==> src/rtl/tpdd_pkg.sv <==
// Package for the tap position debounce decoder: sizes, register indexes,
// decode constants and the result record passed from the merge stage.
// No dependencies.
`default_nettype none

package tpdd_pkg;

   localparam int CHANNELS    = 10;
   localparam int PIN_W       = 10;
   localparam int DECODE_CHAN = 9;
   localparam int COUNT_W     = 16;
   localparam int TOTAL_W     = 5;
   localparam int MEM_W       = 5;
   localparam int POS_W       = 8;
   localparam int FAULT_DEPTH = 32;
   localparam int TOTAL_MAX   = (1 << TOTAL_W) - 1;
   localparam int SCAN_W      = TOTAL_MAX + 2;
   localparam int CHAN_W      = 4;

   localparam int CSR_INDEX_W = 1;
   localparam int CSR_DATA_W  = 16;

   localparam logic [CSR_INDEX_W-1:0] CSR_DEBOUNCE_TICKS = 1'd0;
   localparam logic [CSR_INDEX_W-1:0] CSR_POSITION_TOTAL = 1'd1;

   localparam logic [COUNT_W-1:0] DEBOUNCE_RESET = 16'd20;
   localparam logic [TOTAL_W-1:0] TOTAL_RESET    = 5'd9;
   localparam logic [COUNT_W-1:0] COUNT_RESET    = 16'd1;

   localparam logic [TOTAL_W-1:0] TOTAL_FIVE      = 5'd5;
   localparam logic [TOTAL_W-1:0] TOTAL_NINE      = 5'd9;
   localparam logic [TOTAL_W-1:0] TOTAL_SEVENTEEN = 5'd17;

   localparam logic [POS_W-1:0] POS_NONE    = 8'd0;
   localparam logic [POS_W-1:0] POS_SEVERAL = 8'hff;

   typedef struct packed {
      logic [PIN_W-1:0] held_signals;
      logic [POS_W-1:0] position;
      logic             read_ok;
      logic             check_ok;
   } result_type;

endpackage

`default_nettype wire

==> src/rtl/tpdd_lane.sv <==
// One debounce lane: disagreement counter and held signal for one pin.
// Depends on tpdd_pkg.
`default_nettype none

module tpdd_lane
   import tpdd_pkg::*;
(
   input  wire logic               clock,
   input  wire logic               reset,
   input  wire logic               advance,
   input  wire logic               pin,
   input  wire logic [COUNT_W-1:0] debounce_ticks,
   output logic                    held_next
);

   logic [COUNT_W-1:0] count_ff, count_in;
   logic               held_ff;
   logic               disagree;
   logic               expired;

   // held equal to the raw active-low level means the channel disagrees
   assign disagree  = (held_ff == pin);
   assign expired   = (count_ff >= debounce_ticks);
   assign held_next = (disagree && expired) ? ~pin : held_ff;

   always_comb begin
      count_in = count_ff;
      if (!disagree) begin
         count_in = '0;
      end else if (!expired) begin
         count_in = count_ff + COUNT_W'(1);
      end
   end

   always_ff @(posedge clock) begin
      if (reset) begin
         count_ff <= COUNT_RESET;
         held_ff  <= 1'b0;
      end else if (advance) begin
         count_ff <= count_in;
         held_ff  <= held_next;
      end
   end

endmodule

`default_nettype wire

==> src/rtl/tpdd_merge.sv <==
// Merge stage: decodes the lanes' held signals into a position, keeps the
// fault map and runs the adjacent-fault check. Depends on tpdd_pkg.
`default_nettype none

module tpdd_merge
   import tpdd_pkg::*;
(
   input  wire logic               clock,
   input  wire logic               reset,
   input  wire logic               advance,
   input  wire logic [PIN_W-1:0]   held_next,
   input  wire logic [TOTAL_W-1:0] position_total,
   input  wire logic [MEM_W-1:0]   remembered_position,
   input  wire logic               do_check,
   output result_type              result
);

   logic [POS_W-1:0]       last_pos_ff, last_pos_in;
   logic [FAULT_DEPTH-1:0] fault_ff, fault_in;
   logic [SCAN_W-1:0]      scan;
   logic [DECODE_CHAN-1:0] active;
   logic [CHAN_W-1:0]      chan;
   logic                   none_active;
   logic                   many_active;
   logic                   read_ok;
   logic                   adjacent;

   assign active      = held_next[DECODE_CHAN-1:0];
   assign none_active = ~|active;
   assign many_active = |(active & (active - DECODE_CHAN'(1)));

   always_comb begin
      chan = '0;
      for (int k = 0; k < DECODE_CHAN; k++) begin
         if (active[k]) begin
            chan = CHAN_W'(k + 1);
         end
      end
   end

   always_comb begin
      last_pos_in = last_pos_ff;
      read_ok     = 1'b1;
      if (none_active) begin
         last_pos_in = POS_NONE;
         read_ok     = 1'b0;
      end else if (many_active) begin
         last_pos_in = POS_SEVERAL;
         read_ok     = 1'b0;
      end else if (position_total == TOTAL_FIVE) begin
         if (chan[0]) begin
            last_pos_in = POS_W'(chan >> 1) + POS_W'(1);
         end else begin
            read_ok = 1'b0;
         end
      end else if (position_total == TOTAL_NINE || position_total == TOTAL_SEVENTEEN) begin
         last_pos_in = POS_W'(chan);
      end else begin
         last_pos_in = POS_NONE;
      end
   end

   // write the mark first, then scan the updated map
   always_comb begin
      fault_in = fault_ff;
      for (int j = 0; j < FAULT_DEPTH; j++) begin
         if (do_check && (32'(remembered_position) == 32'(j))) begin
            fault_in[j] = ~read_ok;
         end
      end
   end

   always_comb begin
      for (int j = 0; j < SCAN_W; j++) begin
         scan[j] = (j < FAULT_DEPTH) ? fault_in[j % FAULT_DEPTH] : 1'b0;
      end
   end

   always_comb begin
      adjacent = 1'b0;
      for (int i = 1; i <= TOTAL_MAX; i++) begin
         if ((TOTAL_W'(i) <= position_total) && scan[i] && (scan[i-1] || scan[i+1])) begin
            adjacent = 1'b1;
         end
      end
   end

   assign result.held_signals = held_next;
   assign result.position     = last_pos_in;
   assign result.read_ok      = read_ok;
   assign result.check_ok     = ~(do_check && adjacent);

   always_ff @(posedge clock) begin
      if (reset) begin
         last_pos_ff <= POS_NONE;
         fault_ff    <= '0;
      end else if (advance) begin
         last_pos_ff <= last_pos_in;
         fault_ff    <= fault_in;
      end
   end

endmodule

`default_nettype wire

==> src/rtl/tap_position_debounce_decoder_top.sv <==
// Channel     Direction  Handshake           Payload
// req         in         req_valid/req_stall raw_pins, remembered_position, do_check
// rsp         out        rsp_valid/rsp_stall held_signals, position, read_ok, check_ok
// csr         in         csr_write_enable    csr_index, csr_write_data
//
// One transaction per cycle while req_stall is low; its result reaches rsp
// the cycle after acceptance, later only while rsp_stall holds the output register.
// All lanes and the merge stage update in the cycle a transaction is taken,
// so the next transaction sees the new state with no bubble.
// Synchronous active-high reset clears lane counters to one, held signals,
// last position and the fault map; there is no clearing pass.
// An output register plus one skid entry part the sides: req_stall rises only
// while the skid entry is occupied.
//
// Top level of the tap position debounce decoder. Depends on tpdd_pkg,
// tpdd_lane and tpdd_merge.
`default_nettype none

module tap_position_debounce_decoder_top
   import tpdd_pkg::*;
(
   input  wire logic                   clock,
   input  wire logic                   reset,
   // request channel
   input  wire logic                   req_valid,
   output logic                        req_stall,
   input  wire logic [PIN_W-1:0]       req_raw_pins,
   input  wire logic [MEM_W-1:0]       req_remembered_position,
   input  wire logic                   req_do_check,
   // response channel
   output logic                        rsp_valid,
   input  wire logic                   rsp_stall,
   output logic [PIN_W-1:0]            rsp_held_signals,
   output logic [POS_W-1:0]            rsp_position,
   output logic                        rsp_read_ok,
   output logic                        rsp_check_ok,
   // configuration
   input  wire logic                   csr_write_enable,
   input  wire logic [CSR_INDEX_W-1:0] csr_index,
   input  wire logic [CSR_DATA_W-1:0]  csr_write_data
);

   logic [COUNT_W-1:0] debounce_ticks_ff;
   logic [TOTAL_W-1:0] position_total_ff;

   logic               accept;
   logic               out_free;
   logic [PIN_W-1:0]   held_next;
   result_type         result;

   result_type         out_ff;
   logic               out_valid_ff;
   result_type         skid_ff;
   logic               skid_valid_ff;

   // Configuration registers
   always_ff @(posedge clock) begin
      if (reset) begin
         debounce_ticks_ff <= DEBOUNCE_RESET;
         position_total_ff <= TOTAL_RESET;
      end else if (csr_write_enable) begin
         case (csr_index)
            CSR_DEBOUNCE_TICKS: debounce_ticks_ff <= csr_write_data[COUNT_W-1:0];
            CSR_POSITION_TOTAL: position_total_ff <= csr_write_data[TOTAL_W-1:0];
            default: ;
         endcase
      end
   end

   assign req_stall = skid_valid_ff;
   assign accept    = req_valid && !req_stall;
   assign out_free  = !out_valid_ff || !rsp_stall;

   // Debounce lanes, one per pin; pins beyond CHANNELS hold zero
   for (genvar k = 0; k < PIN_W; k++) begin : g_lane
      if (k < CHANNELS) begin : g_on
         tpdd_lane u_lane (
            .clock          (clock),
            .reset          (reset),
            .advance        (accept),
            .pin            (req_raw_pins[k]),
            .debounce_ticks (debounce_ticks_ff),
            .held_next      (held_next[k])
         );
      end else begin : g_off
         assign held_next[k] = 1'b0;
      end
   end

   tpdd_merge u_merge (
      .clock               (clock),
      .reset               (reset),
      .advance             (accept),
      .held_next           (held_next),
      .position_total      (position_total_ff),
      .remembered_position (req_remembered_position),
      .do_check            (req_do_check),
      .result              (result)
   );

   // Output register and skid entry: drain the skid first, else load new result
   always_ff @(posedge clock) begin
      if (reset) begin
         out_valid_ff  <= 1'b0;
         skid_valid_ff <= 1'b0;
      end else if (skid_valid_ff) begin
         if (!rsp_stall) begin
            skid_valid_ff <= 1'b0;
         end
      end else if (accept) begin
         if (out_free) begin
            out_valid_ff <= 1'b1;
         end else begin
            skid_valid_ff <= 1'b1;
         end
      end else if (!rsp_stall) begin
         out_valid_ff <= 1'b0;
      end
   end

   always_ff @(posedge clock) begin
      if (skid_valid_ff) begin
         if (!rsp_stall) begin
            out_ff <= skid_ff;
         end
      end else if (accept) begin
         if (out_free) begin
            out_ff <= result;
         end else begin
            skid_ff <= result;
         end
      end
   end

   assign rsp_valid        = out_valid_ff;
   assign rsp_held_signals = out_ff.held_signals;
   assign rsp_position     = out_ff.position;
   assign rsp_read_ok      = out_ff.read_ok;
   assign rsp_check_ok     = out_ff.check_ok;

`ifndef SYNTHESIS
   // skid entry only fills behind a waiting output
   a_skid_behind_out: assert property (@(posedge clock) disable iff (reset)
      skid_valid_ff |-> out_valid_ff)
      else $error("skid entry occupied while output register empty");

   // after an accepted transaction rsp_valid is always high next cycle
   a_accept_gives_rsp: assert property (@(posedge clock) disable iff (reset)
      accept |=> rsp_valid)
      else $error("accepted transaction produced no response");

   // a good read never reports the several-active code
   a_read_ok_position: assert property (@(posedge clock) disable iff (reset)
      (rsp_valid && rsp_read_ok) |-> (rsp_position != POS_SEVERAL))
      else $error("read_ok with several-active position");

   // a good read needs some decoded channel held
   a_read_ok_held: assert property (@(posedge clock) disable iff (reset)
      (rsp_valid && rsp_read_ok) |-> (rsp_held_signals[DECODE_CHAN-1:0] != '0))
      else $error("read_ok with no channel held");
`endif

endmodule

`default_nettype wire

==> config.mk <==
export PLATFORM = sky130hd
export DESIGN_NAME = tap_position_debounce_decoder_top
export DESIGN_NICKNAME = d
export VERILOG_FILES = /design/src/rtl/tpdd_pkg.sv /design/src/rtl/tpdd_lane.sv /design/src/rtl/tpdd_merge.sv /design/src/rtl/tap_position_debounce_decoder_top.sv
export SDC_FILE = /design/constraint.sdc
export NUM_CORES = 1
export LEC_CHECK = 0
export ABC_AREA = 1
export BUFFER_PORTS_ARGS = -buffer_cell sky130_fd_sc_hd__buf_2
export CAP_MARGIN = 10
export CORE_ASPECT_RATIO = 0.7
export CORE_UTILIZATION = 58
export CTS_CLUSTER_SIZE = 12
export DETAILED_ROUTE_END_ITERATION = 10
export PLACE_DENSITY = 0.77
export SYNTH_ARGS = -nofsm -noshare
export SYNTH_HDL_FRONTEND = slang
export SYNTH_HIERARCHICAL = 1
export SYNTH_SLANG_ARGS = --single-unit
export TNS_END_PERCENT = 1
==> constraint.sdc <==
create_clock -name clock -period 4.5 [get_ports clock]
set_input_delay 0.225 -clock clock [delete_from_list [all_inputs] [get_ports clock]]
set_output_delay 0.225 -clock clock [all_outputs]
set_load 0.02 [all_outputs]
* After elaboration in Yosys (flattened, before gate mapping)
Cells that the tools add are included.
** Word-level totals
- Bits in registers :: 273
- Word-level logic and storage cells :: 443
** Operators by class
- Add/subtract/negate cells :: 12
- $lt $le $gt $ge :: 41
- Equal/unequal tests :: 57
- Multiplexer cells :: 122
- Bitwise gates (word level) :: 16
- Reductions and logical operators :: 161
** Operators by type and width (count)
- $mux W16 :: 20
- $add A16 B1 Y16 const B :: 10
- $ge A16 B16 Y1 :: 10
- $logic_and A1 B1 Y1 :: 106
- $eq A5 B5 Y1 const B :: 17
- $mux W1 :: 85
- $le A5 B5 Y1 const A :: 16
- $mux W20 :: 4
- $eq A5 B4 Y1 const B :: 9
- $le A4 B5 Y1 const A :: 8
- $mux W4 :: 9
- $logic_or A1 B1 Y1 :: 32
- $mux W8 :: 4
- $eq A5 B3 Y1 const B :: 5
- $reduce_and A2 Y1 :: 12
- $ne A2 B2 Y1 const B :: 11
- $le A3 B5 Y1 const A :: 4
- $reduce_or A9 Y1 :: 2
- $not A1 Y1 :: 15
- $eq A1 B1 Y1 :: 10
- $eq A5 B2 Y1 const B :: 2
- $le A2 B5 Y1 const A :: 2
- $and A9 B9 Y9 :: 1
- $reduce_and A3 Y1 :: 3
- other kinds (8) :: 12

* Depth between registers and ports, before layout
Gate-level depths: netlist (run 1).
- Depth after elaboration :: 56
- Mapped depth :: 35
- Mapped depth without buffers :: 34

* By module
Netlist (run 1), hierarchy kept.
** Modules (own cells, without submodules)
- tpdd_lane :: instances 10, cells each 246, area each 1590.3 um2
- tpdd_merge :: instances 1, cells each 596, area each 3433.3 um2
- tap_position_debounce_decoder_top :: instances 1, cells each 217, area each 2318.5 um2

* Worst setup path after synthesis (run 1)
OpenSTA, ideal clock, no wires.
- Path kind :: register to register
- Start point :: register debounce_ticks_ff[9]
- End point :: register out_ff (netlist bit rsp_check_ok), data pin
- Setup time :: 130 ps
- Arrival :: 3031 ps
- Data required time :: 4370 ps
- Path slack :: 1339 ps
- Stages on the path, launching flop included :: 31
- Buffers on the path :: 1
- Period minus slack after synthesis :: 3161 ps
- Cell sequence :: dfxtp_1 inv_1 ha_1 nand2_1 inv_1 o21bai_1 a21oi_1 nor2_1 nand2_1 nand2_1 nand2_1 nor2_2 nand2_1 nor2_1 nor2_1 nor2_2 nand3_4 nor2_4 buf_6 nand3_1 nand2_2 nand2_1 nand2_1 nand2_1 nor2_1 nand2_1 nor2_1 nand2_1 nand2_1 nand2_1 nand2_1
** RTL lines
- from (decl) :: RTL line tap_position_debounce_decoder_top.sv:43 : logic [COUNT_W-1:0] debounce_ticks_ff;
- from (signal assigned) :: RTL line tap_position_debounce_decoder_top.sv:63 : CSR_DEBOUNCE_TICKS: debounce_ticks_ff <= csr_write_data[COUNT_W-1:0];
- to (signal assigned) :: RTL line tap_position_debounce_decoder_top.sv:124 : out_ff <= skid_ff;
- to (signal assigned) :: RTL line tap_position_debounce_decoder_top.sv:128 : out_ff <= result;
- to (decl) :: RTL line tap_position_debounce_decoder_top.sv:51 : result_type out_ff;

==> results of run 1 <==
-- metrics by stage --
step           hold slack (ns)  area [um^2]   util  cells
2_1_floorplan            0.294        21700      -   3273
4_1_cts                0.00673        23300  0.640   3813
3_5_place_dp             0.482        22100  0.607   3740
3_3_place_gp             0.474        22100  0.607   3740
5_1_grt                 0.0227        23300  0.640   3815
6_report                0.0205        23300  0.640   3815
-- timing repair --
action	in CTS	in global routing
endpoints found under the setup margin	0	1
hold buffers	17	0
buffers inserted	0	0
endpoints found under the hold margin	22	0
resized for setup	0	9
-- placed cells by master, fill, tap and decap left out, types with 21 or more instances in the layout --
| master | n |
|---|---|
| nand2_1 | 752 |
| inv_1 | 446 |
| nor2_1 | 376 |
| nand3_1 | 314 |
| a21oi_1 | 287 |
| dfxtp_1 | 227 |
| ha_1 | 171 |
| o21ai_0 | 101 |
| nand2_2 | 61 |
| buf_2 | 59 |
| nor3_1 | 42 |
| inv_2 | 41 |
| nand4_1 | 40 |
| edfxtp_1 | 40 |
| clkbuf_16 | 31 |
| o21bai_1 | 30 |
| nor3_2 | 30 |
| or2_2 | 29 |
| nor2_2 | 26 |
| buf_4 | 26 |
| nand3_2 | 25 |
| nor2_4 | 23 |
| nand3b_1 | 21 |
-- worst max path at each step --
stage                              end  cells past startpoint                  start  slack (ns)
after floorplan           rsp_check_ok                     30   debounce_ticks_ff[9]        1.34
after global placement    rsp_check_ok                     29  debounce_ticks_ff[13]        0.49
after detailed placement  rsp_check_ok                     29  debounce_ticks_ff[11]        0.37
after CTS                 rsp_check_ok                     29  debounce_ticks_ff[11]        0.33
after global routing      rsp_check_ok                     31   debounce_ticks_ff[9]        0.02
final                     rsp_check_ok                     32   debounce_ticks_ff[7]        0.36
-- cell families after synthesis --
group,count (synthesis)
AO/OA/AOI/OAI,455
XOR/XNOR,30
adder cells (fa/ha/maj),171
buffers and inverters,592
flip-flops,273
multiplexers,1
AND/OR/NAND/NOR,1751
-- state kept, by name, indices dropped and copies added (netlist names), 8 cells and up --
name / count
debounce_ticks_ff: 16
g_lane.g_on.u_lane/count_ff: 160
g_lane.g_on.u_lane/held_ff: 10
rsp_held_signals: 10
rsp_position: 8
skid_ff: 20
u_merge/fault_ff: 32
u_merge/last_pos_ff: 8
-- worst register-to-register path: cells and delay by family (launching register included) --
family          cells  cell delay, ns
simple gates       26            2.66
buf+inv             4            0.61
flops               1            0.30
fa+ha+maj           1            0.31
compound gates      1            0.13
-- per-layer routing --
layer,share of wire,wire (um)
met5,0,0
met1,0.46,26900
met3,0.079,4620
met2,0.44,25500
met4,0.029,1680
-- layout make-up --
class | instances | area, um^2
antenna | 2 | 5.00
clock buffer | 47 | 896
clock inverter | 9 | 123
fill | 3285 | 13100
inverter | 488 | 1840
multi-input combinational | 2408 | 13200
sequential | 273 | 5870
tap | 480 | 601
timing repair buffer | 108 | 781
-- where the power goes --
group	switching, mW	internal, mW	leakage (nW)
Clock	1.07	1.53	0.499
Sequential	0.276	2.78	2.29
Combinational	1.79	0.899	7.91
Total	3.14	5.21	10.7
==> reports/results.tsv, run 1 <==
stage	metric	value	unit
worst_setup_path	Req. time, crit path	4.94	ns
timing	post-route setup slack	0.357	ns
layout	Layout area overhead	7.51	%
power_and_ir_drop	P_leak	10.7	nW
clocking	CTS Root Cell	clkbuf_16	
routing	via count	21300	
routing	initial DRC count	2076	
clocking	Num CTS Buffers	30	
logic_synthesis	Most used DFF post-synth	dfxtp_1	
layout	layout cells sized above 1	0.121	
min_path	hold path depth	3	
routing	post-DR wirelength/cell	15.4	um
logic_synthesis	post-synthesis sequential area ratio	0.271	
worst_setup_path	Critical R2R Launch	debounce_ticks_ff[7]	
logic_synthesis	post-synthesis simple-gate area fraction	0.376	
clocking	CTS tree	done	
timing	Slew HR	0.222	
clocking	Skew-Pair Late Insertion Delay	0.58	ns
status	status	finished, final reports clean	
timing	final hold vios	0	
worst_setup_path	Critical Path Max Stage Delay	0.31	ns
timing	Final setup viols	0	
worst_setup_path	Crit Path Max Fanout	31	
logic_synthesis	top post-synthesis cells by area	dfxtp_1 22%, nand2_1 13%, ha_1 9.9%, inv_1 7.7%, nand3_1 7.3%	
worst_setup_path	Register-to-Register Setup Slack	0.36	ns
clocking	clk slew on worst S/H paths	0.06	ns
placement	Setup WS pre-CTS	0.373	ns
floorplan	cell row count	58	
routing	DRC violations left	0	
timing	Final min period	4.14	ns
placement	GPL Wtd Cong	0.919	
worst_setup_path	RR Endpoint	rsp_check_ok	
floorplan	Initial Utilization	0.596	
min_path	Worst Hold Path EP	debounce_ticks_ff[15]	
placement	Port Buf Inserts	59	
logic_synthesis	async set or reset register ratio after synthesis	0	
floorplan	DIE AREA	38100	um^2
timing	fmax	241	MHz
timing	setup TNS	0	ns
timing	worst-margin pin slew	1.17	ns
logic_synthesis	Avg Cell Area, Syn	6.62	um^2
logic_synthesis	mux contribution to synthesized area	0.000462	
grt	initial antenna violation count	2	
timing	RSZ-0062 raised after global routing	false	
routing	Total Wirelength	58700	um
logic_synthesis	Post-synth EDFFs	40	
grt	remaining global-route overflow	0	
worst_setup_path	CP startpoint kind	register	
job	max-cap violations	0	
grt	GRT met3 Usage	0.0386	
grt	Global Route met2 Usage	0.467	
logic_synthesis	syn nets	3482	
routing	Via density	5.59	
worst_setup_path	top cell family by delay on the critical path	simple AND/OR/NAND/NOR gates	
floorplan	die span in x	233	um
grt	first-pass GRT wire length	93500	um
worst_setup_path	R2R cell count	32	
logic_synthesis	Synth Area in Adders	0.0988	
worst_setup_path	Top cell by count, worst path	nand2_1	
logic_synthesis	Post-synth top cells	754 x nand2_1, 446 x inv_1, 377 x nor2_1	
worst_setup_path	critical path class	reg2reg	
logic_synthesis	compound-gate portion of the synthesized area	0.111	
timing	Max Slew Vio Count	0	
clocking	H-Tree Depth	1	
floorplan	CORE AREA	36400	um^2
min_path	hold path startpoint	csr_write_data[15]	
clocking	CTS Sinks	273	
logic_synthesis	Synth cell types	37	
routing	number of iterations in the first detailed-routing pass	6	
clocking	Clock Path Buffers	3	
worst_setup_path	crit path DAT	4.58	ns
worst_setup_path	Bufs and invs on worst path	4	
worst_setup_path	Worst setup EP type	register	
floorplan	Vert. Die Dim	164	um
timing	fin crit share	0.921	
routing	Antenna Violating Nets Remaining	0	
logic_synthesis	most common cell in the synthesized netlist	nand2_1	
floorplan	Ports	60	
logic_synthesis	Yosys top cell area share	0.215	
layout	Final Net Count	3518	
timing	Setup Skew	0.0134	ns
grt	largest net degree at the start of global routing	144	
logic_synthesis	Post-Synthesis Cells	3273	
logic_synthesis	Yosys reg bits	273	
min_path	worst hold-check path type	in2reg	
logic_synthesis	Post-Synth XOR/XNOR Area	0.0208	
logic_synthesis	mapped cell area	21700	um^2
power_and_ir_drop	Max VDD drop	0.327	mV
grt	aggregate global-route resource usage	0.301	
placement	Final HPWL DP	41900	um
grt	vias in the first global route	18700	
grt	Top Usage Layer GRT	met2	
logic_synthesis	largest family of logic cells by synthesized area	simple AND/OR/NAND/NOR gates	
grt	met1 usage	0.433	
worst_setup_path	slowest cell on the critical path	ha_1	
power_and_ir_drop	Tot Pwr	8.35	mW
power_and_ir_drop	Power Dens Cells	359	nW/um^2
logic_synthesis	yosys synthesis warning count	6	
logic_synthesis	largest area contributor in the netlist	dfxtp_1	
Power figures use the tool's default switching activity.
==> inputs of run 2 (changes only) <==
Settings changed: CORE_UTILIZATION 58 to 42, PLACE_DENSITY 0.77 to 0.59.
==> reports/results.tsv, run 2 (synthesis results as in run 1) <==
stage	metric	value	unit
placement	Final HPWL DP	44300	um
timing	Setup Skew	0.0158	ns
routing	post-DR wirelength/cell	15.3	um
status	status	finished, final reports clean	
worst_setup_path	Register-to-Register Setup Slack	0.50	ns
worst_setup_path	Top cell by count, worst path	nand2_1	
timing	Max Slew Vio Count	0	
routing	Via density	5.18	
worst_setup_path	R2R cell count	30	
min_path	Worst Hold Path EP	debounce_ticks_ff[9]	
floorplan	Ports	60	
grt	largest net degree at the start of global routing	115	
layout	layout cells sized above 1	0.126	
worst_setup_path	RR Endpoint	rsp_check_ok	
grt	remaining global-route overflow	0	
layout	design area	23600	um^2
min_path	hold path startpoint	csr_write_data[9]	
placement	Cell Area, Placed	22400	um^2
placement	Port Buf Inserts	59	
layout	most frequent cells in the layout	747 x nand2_1, 446 x inv_1, 373 x nor2_1	
grt	first-pass GRT wire length	99500	um
layout	Layout area overhead	9.21	%
power_and_ir_drop	Tot Pwr	8.56	mW
routing	Antenna Violating Nets Remaining	0	
floorplan	CORE AREA	50900	um^2
clocking	Clock Path Buffers	3	
timing	fin crit share	0.889	
timing	post-route setup slack	0.498	ns
routing	initial DRC count	1438	
worst_setup_path	Critical Path Max Stage Delay	0.33	ns
min_path	hold path depth	3	
power_and_ir_drop	combinational power share	0.317	
worst_setup_path	crit path DAT	4.46	ns
worst_setup_path	Worst setup EP type	register	
timing	fmax	250	MHz
timing	setup TNS	0	ns
power_and_ir_drop	Max VDD drop	0.321	mV
floorplan	Vert. Die Dim	192	um
layout	Reg with most FFs	g_lane.g_on.u_lane/count_ff	
timing	Final setup viols	0	
worst_setup_path	Crit Path Max Fanout	31	
clocking	CTS tree	done	
floorplan	DIE AREA	52500	um^2
routing	number of iterations in the first detailed-routing pass	6	
worst_setup_path	Bufs and invs on worst path	3	
timing	Final min period	4.00	ns
min_path	worst hold-check path type	in2reg	
placement	Setup WS pre-CTS	0.354	ns
clocking	Skew-Pair Late Insertion Delay	0.58	ns
routing	via count	20800	
worst_setup_path	Critical R2R Launch	debounce_ticks_ff[11]	
worst_setup_path	Req. time, crit path	4.95	ns
clocking	Num CTS Buffers	31	
grt	initial antenna violation count	0	
power_and_ir_drop	Sw Share	0.372	
clocking	CTS Root Cell	clkbuf_16	
grt	aggregate global-route resource usage	0.232	
floorplan	Initial Utilization	0.426	
worst_setup_path	slowest cell on the critical path	dfxtp_1	
clocking	H-Tree Depth	1	
power_and_ir_drop	Flop pwr share	0.358	
worst_setup_path	top cell family by delay on the critical path	simple AND/OR/NAND/NOR gates	
floorplan	die span in x	273	um
layout	Final Net Count	3523	
timing	RSZ-0062 raised after global routing	false	
routing	DRC violations left	0	
layout	most common cell after layout, fill and taps aside	nand2_1	
routing	Total Wirelength	61300	um
power_and_ir_drop	Sw Pwr	3.18	mW
power_and_ir_drop	P_leak	10.8	nW
power_and_ir_drop	clock share of power	0.325	
grt	vias in the first global route	19000	
timing	final hold vios	0	
layout	Final Non-Filler Cells	4012	
clocking	CTS Sinks	273	
layout	Antenna diodes	0	
placement	Placed Instances	3940	
power_and_ir_drop	Power Dens Cells	362	nW/um^2
layout	biggest regs	g_lane.g_on.u_lane/count_ff: 160 flops, u_merge/fault_ff: 32 flops, skid_ff: 20 flops	
job	max-cap violations	0	
placement	GPL Wtd Cong	0.890	
timing	Slew HR	0.203	
power_and_ir_drop	Int Pwr	5.37	mW
clocking	clk slew on worst S/H paths	0.06	ns
worst_setup_path	CP startpoint kind	register	
timing	worst-margin pin slew	1.19	ns
layout	max FFs per register	160	
worst_setup_path	critical path class	reg2reg	
floorplan	cell row count	69	
run 2: cell count changes in the layout (fill, tap and decap cells not counted), moves of 4 or more:
cell and change:
buf_4 +5, clkbuf_1 -4, nand2_1 -5, nand2_2 +5
run 2: timing repair:
action                                 CTS  global route
hold buffers                            14             0
buffers inserted                         0             0
gates resized for setup                  0            19
endpoints found under the hold margin   17             0
setup endpoints to repair                0             2
run 2: worst min-delay path, stage by stage:
cell	delay [ns]
buf_2	0.08
o21ai_0	0.15
nor2_1	0.11
run 2: final cells by class:
cell class	instances	area (um^2)
fill	5149	27200
multi-input combinational	2408	13200
sequential	273	5870
inverter	488	1840
clock buffer	42	867
tap	674	843
timing repair buffer	112	817
clock inverter	15	223
run 2: per-layer routing:
metal	wire (um)	track usage	part of all wire	up-vias
li1	-	-	-	10700
met1	31600	0.358	0.52	9501
met2	24800	0.340	0.40	550
met3	3830	0.0295	0.062	68
met4	1010	0.0449	0.017	0
met5	0	0	0	-
run 2: power by group through the flow:
stage               clock network [mW]  logic [mW]  registers (mW)
floorplan                            0        2.07            3.10
global placement                     0        2.60            3.10
detailed placement                   0        2.66            3.11
CTS                               2.86        2.69            3.06
global route                      2.95        3.09            3.10
finish                            2.78        2.71            3.06
run 2: stage by stage:
step                      utilization  hold WS, ns
after floorplan                     -        0.294
after global placement          0.440        0.469
after detailed placement        0.440        0.473
after CTS                       0.464      0.00405
after global routing            0.465       0.0432
final                           0.465       0.0145
run 2: worst max-delay path by stage:
stage | cells past startpoint | from | to
finish | 30 | debounce_ticks_ff[11] | rsp_check_ok
global route | 33 | debounce_ticks_ff[1] | rsp_check_ok
CTS | 32 | debounce_ticks_ff[7] | rsp_check_ok
detailed placement | 32 | debounce_ticks_ff[7] | rsp_check_ok
global placement | 32 | debounce_ticks_ff[7] | rsp_check_ok
floorplan | 30 | debounce_ticks_ff[9] | rsp_check_ok
